--- src/spv_pkg.sv ---
package spv_pkg;

	typedef struct packed {
		logic [2:0]         func;
		logic [3:0]         channel;
		logic [6:0]         key;
		logic signed [15:0] audio_in;
		logic signed [15:0] mix_in;
		logic [20:0]        address;
	} in_item_t;

	typedef struct packed {
		logic signed [15:0] audio_out;
		logic               is_playing;
		logic               is_recording;
		logic               is_armed;
		logic [20:0]        stored_count;
	} out_item_t;

	localparam logic [2:0] FN_TICK     = 3'd0;
	localparam logic [2:0] FN_NOTE_ON  = 3'd1;
	localparam logic [2:0] FN_NOTE_OFF = 3'd2;
	localparam logic [2:0] FN_REC_KEY  = 3'd3;
	localparam logic [2:0] FN_WRITE    = 3'd4;
	localparam logic [2:0] FN_LENGTH   = 3'd5;

	localparam logic [2:0] REG_WIN_START = 3'd0;
	localparam logic [2:0] REG_WIN_END   = 3'd1;
	localparam logic [2:0] REG_SPEED     = 3'd2;
	localparam logic [2:0] REG_RATE      = 3'd3;
	localparam logic [2:0] REG_FORWARD   = 3'd4;
	localparam logic [2:0] REG_LOOP      = 3'd5;
	localparam logic [2:0] REG_STOP_REL  = 3'd6;

	localparam int FRAC_BITS = 16;
	localparam int POS_W     = 37;
	localparam int PROD_W    = 49;
	localparam logic [6:0]  KEY_DEFAULT = 7'd60;
	localparam logic [15:0] UNITY_4P12  = 16'd4096;

	typedef enum logic [1:0] {
		ST_IDLE,
		ST_CALC,
		ST_READ,
		ST_EXEC
	} state_t;

	typedef enum logic [1:0] {
		TK_NONE,
		TK_DEACT,
		TK_PLAY
	} tick_kind_t;

	// 2^(n/12) in unsigned 1.16, rounded
	function automatic logic [16:0] semitone_ratio(input logic [3:0] n);
		logic [16:0] r;
		case (n)
			4'd0:    r = 17'd65536;
			4'd1:    r = 17'd69433;
			4'd2:    r = 17'd73562;
			4'd3:    r = 17'd77936;
			4'd4:    r = 17'd82570;
			4'd5:    r = 17'd87480;
			4'd6:    r = 17'd92682;
			4'd7:    r = 17'd98193;
			4'd8:    r = 17'd104032;
			4'd9:    r = 17'd110218;
			4'd10:   r = 17'd116772;
			4'd11:   r = 17'd123715;
			default: r = 17'd65536;
		endcase
		return r;
	endfunction

endpackage

--- src/spv_step.sv ---
// Pitch step: speed * rate * semitone ratio >> octave shift, two registered products.
module spv_step (
	input  logic                            clk,
	input  logic [15:0]                     speed,
	input  logic [15:0]                     rate,
	input  logic [6:0]                      played_key,
	input  logic [6:0]                      base_key,
	output logic [spv_pkg::POS_W-1:0]       step
);
	logic [8:0]  dp;
	logic [17:0] recip;
	logic [4:0]  oct;
	logic [3:0]  semi;
	logic [31:0] prod_s1;
	logic [3:0]  semi_s1;
	logic [5:0]  shift_s1;
	logic [spv_pkg::PROD_W-1:0] prod_s2;
	logic [5:0]  shift_s2;
	logic [spv_pkg::PROD_W-1:0] shifted;

	always_comb begin
		dp    = 9'd132 + 9'(played_key) - 9'(base_key);
		// dp / 12 by reciprocal, exact for dp below 260 (quotient up to 21)
		recip = 18'(dp) * 18'd171;
		oct   = recip[15:11];
		semi  = 4'(dp - 9'(oct) * 9'd12);
	end

	always_ff @(posedge clk) begin
		prod_s1  <= 32'(speed) * 32'(rate);
		semi_s1  <= semi;
		shift_s1 <= 6'd35 - 6'(oct);
		prod_s2  <= spv_pkg::PROD_W'(prod_s1) * spv_pkg::PROD_W'(spv_pkg::semitone_ratio(semi_s1));
		shift_s2 <= shift_s1;
	end

	assign shifted = prod_s2 >> shift_s2;
	assign step    = shifted[spv_pkg::POS_W-1:0];
endmodule

--- config.mk ---
export PLATFORM = sky130hd
export DESIGN_NAME = spv_step
export DESIGN_NICKNAME = d
export VERILOG_FILES = /design/src/spv_pkg.sv /design/src/spv_step.sv
export SDC_FILE = /design/constraint.sdc
export NUM_CORES = 2
export LEC_CHECK = 0
export BUFFER_PORTS_ARGS = -buffer_cell sky130_fd_sc_hd__buf_2
export CORE_MARGIN = 2
export CORE_UTILIZATION = 45
export CTS_CLUSTER_DIAMETER = 80
export DETAILED_ROUTE_END_ITERATION = 10
export PLACE_DENSITY = 0.69
export SLEW_MARGIN = 5
export SYNTH_ARGS = -nofsm -noshare
export SYNTH_HDL_FRONTEND = slang
export SYNTH_SLANG_ARGS = --single-unit
--- constraint.sdc ---
create_clock -name clk -period 12.5 [get_ports clk]
set_input_delay 1.25 -clock clk [delete_from_list [all_inputs] [get_ports clk]]
set_output_delay 1.25 -clock clk [all_outputs]
set_load 0.02 [all_outputs]
==> flow_summary.json <==
{
  "ys_top_cells_by_area": "fa_1 (41%), ha_1 (11%), inv_1 (9.7%)",
  "fin_crit_sh_pct": 57.52,
  "hold_path_class": "reg2reg",
  "gr-total-overflow": 0,
  "grt_max_degree": 58,
  "gp_congestion": 0.9303,
  "die-width_um": 271.3,
  "async_flop_share_pct": 0,
  "drc": 0,
  "path_max_fanout": 11,
  "syn_avg_cell_area_um2": 8.716,
  "finalCriticalPeriod_ps": 7190,
  "synth_cell_types": 76,
  "cts_resized": 0,
  "vias_per_cell": 5.243,
  "fillers": 6829,
  "placement.io_buffers": 83,
  "post_cts_buffers": 0,
  "synth_area_leader_cell": "fa_1",
  "critPathKind": "in2reg",
  "slew_headroom_pct": 34.96,
  "clkSinkCount": 109,
  "ctsHoldBuffers": 0,
  "finalSetupViolCount": 0,
  "clock_path_buffers": 2,
  "ios": 84,
  "dp_cells": 4548,
  "placementRows": 97,
  "grt.total_usage_pct": 21.09,
  "crit_start": "played_key[1]",
  "status": "finished clean",
  "drt_first_pass_iters": 7,
  "worst_slack_ps": 5310,
  "antenna_found_initial": 0,
  "syn_inst": 3688,
  "yosys_warnings": 0,
  "ys_seq_area_share_pct": 6.788,
  "syn2layout_area_growth_pct": 4.068,
  "synth_seq_cells": 109,
  "fmax_mhz": 139.1,
  "pre_cts_slack_ps": 4968,
  "dieArea_um2": 73590,
  "routed_wirelength_mm": 74.91,
  "netlist_area_um2": 32140,
  "synth_common_cells": "inv_1 (828), fa_1 (658), nand2_1 (610)",
  "final_cell_count_no_fill": 4564,
  "rsz0062_at_grt": "no",
  "htree_levels": 3,
  "grt_pass1_vias": 24880,
  "worst_pin_slew_ps": 963.4,
  "coreArea_um2": 70390,
  "tritoncts": "done",
  "drt_iter0_drc": 1583,
  "hold_viol": 0,
  "vias": 23930,
  "r2r_slack_ps": 5470,
  "r2r_end": "prod_s2[48]",
  "start_util_pct": 45.66,
  "synth.net_count": 4685,
  "drv_slew": 0,
  "skew_ps": 14.78,
  "die_h_um": 271.3,
  "synth-edff-count": 0,
  "maxCapViolCount": 0,
  "clk_pin_slew_ps": 80,
  "required_ps": 12810,
  "dpl.hpwl_mm": 59.29,
  "yosysMostFrequentCell": "inv_1",
  "postRouteAntennaNets": 0,
  "nets": 4616,
  "synth_top_area_share_pct": 40.98,
  "cts_root_buf": "clkbuf_16",
  "antenna_cells": 0,
  "timing.setup.tns_ps": 0,
  "ys.flop_type": "dfxtp_1",
  "grt_pass1_wl_mm": 126.6,
  "reg2regPathDepth": 17,
  "insertion_delay_ps": 400,
  "endpoint_kind": "flip-flop",
  "cts_made_buffers": 9,
  "cp-start-kind": "input port",
  "avgRoutedWirePerCell_um": 16.41,
  "drive_gt1_share_pct": 5.022,
  "critPathArrivalTime_ps": 7500
}
==> layout by cell type, fill, tap and decap left out, types with 25 or more instances in the layout <==
cell	n
inv_1	828
and2_1	269
xor2_1	25
mux4_2	31
mux2i_1	47
dfxtp_1	100
xnor2_1	55
buf_2	83
nor2_1	110
o21ai_0	65
nand3_1	29
a21oi_1	94
ha_1	292
fa_1	658
nand2_1	610
==> area by class of cell <==
class / instances / area [µm²] / area share (%)
clock buffers: 10 / 239.0 / 0.7144
inverters: 830 / 3115 / 9.313
flip-flops and latches: 109 / 2193 / 6.557
multi-input cells: 2571 / 26140 / 78.13
well taps: 940 / 1176 / 3.516
clock inverters: 6 / 62.56 / 0.1870
repair buffers: 98 / 528.0 / 1.578
==> worst min path at each step <==
stage	from	to	slack (ps)	depth (start not counted)
after floorplan	shift_s1[0]	shift_s2[0]	310	0
after global placement	shift_s1[4]	shift_s2[4]	310	0
after detailed placement	shift_s1[5]	shift_s2[5]	310	0
after CTS	shift_s1[5]	shift_s2[5]	330	0
after global routing	shift_s1[1]	shift_s2[1]	330	0
final	shift_s1[1]	shift_s2[1]	330	0
==> per-stage QoR <==
stage	util (%)	hold slack, ps	area, µm²
CTS	47.52	330.0	33450
global placement	47.09	310.2	33150
floorplan	-	309.6	32140
global route	47.52	331.3	33450
finish	47.52	328.3	33450
detailed placement	47.09	312.1	33150
==> routing by layer <==
metal,global-route usage (%),wire (µm),share of wire [%],up-vias
li1,-,-,-,10990
met1,29.09,33150,44,12100
met2,35.32,35980,48,736
met3,2.724,4349,5.8,99
met4,5.104,1431,1.9,0
met5,0,0,0,-
==> cell families (layout without fill, tap and decap cells) <==
logic type,count (synthesis),count (layout),share of synthesized area (%)
multiplexers,93,93,4.161
XOR/XNOR,82,82,2.300
adder cells (fa/ha/maj),950,950,52.35
flip-flops,109,109,6.788
AO/OA/AOI/OAI,332,332,6.524
AND/OR/NAND/NOR,1114,1114,15.98
buffers and inverters,1008,944,11.90
==> critical path, cell delays in order <==
cell	delay (ps)
buf_2	100
ha_1	280
ha_1	220
fa_1	470
xor2_1	520
ha_1	380
fa_1	530
fa_1	440
fa_1	470
ha_1	310
a21o_1	180
a21oi_1	190
o211ai_1	140
nand2_1	130
xnor2_1	160
ha_1	190
xor2_1	170
xnor3_1	300
xor2_1	710
nand2_1	210
o22ai_1	180
Power is left out: the tool's default activity adds up to more than one toggle a clock period on the data nets, which glitch-free logic cannot reach.
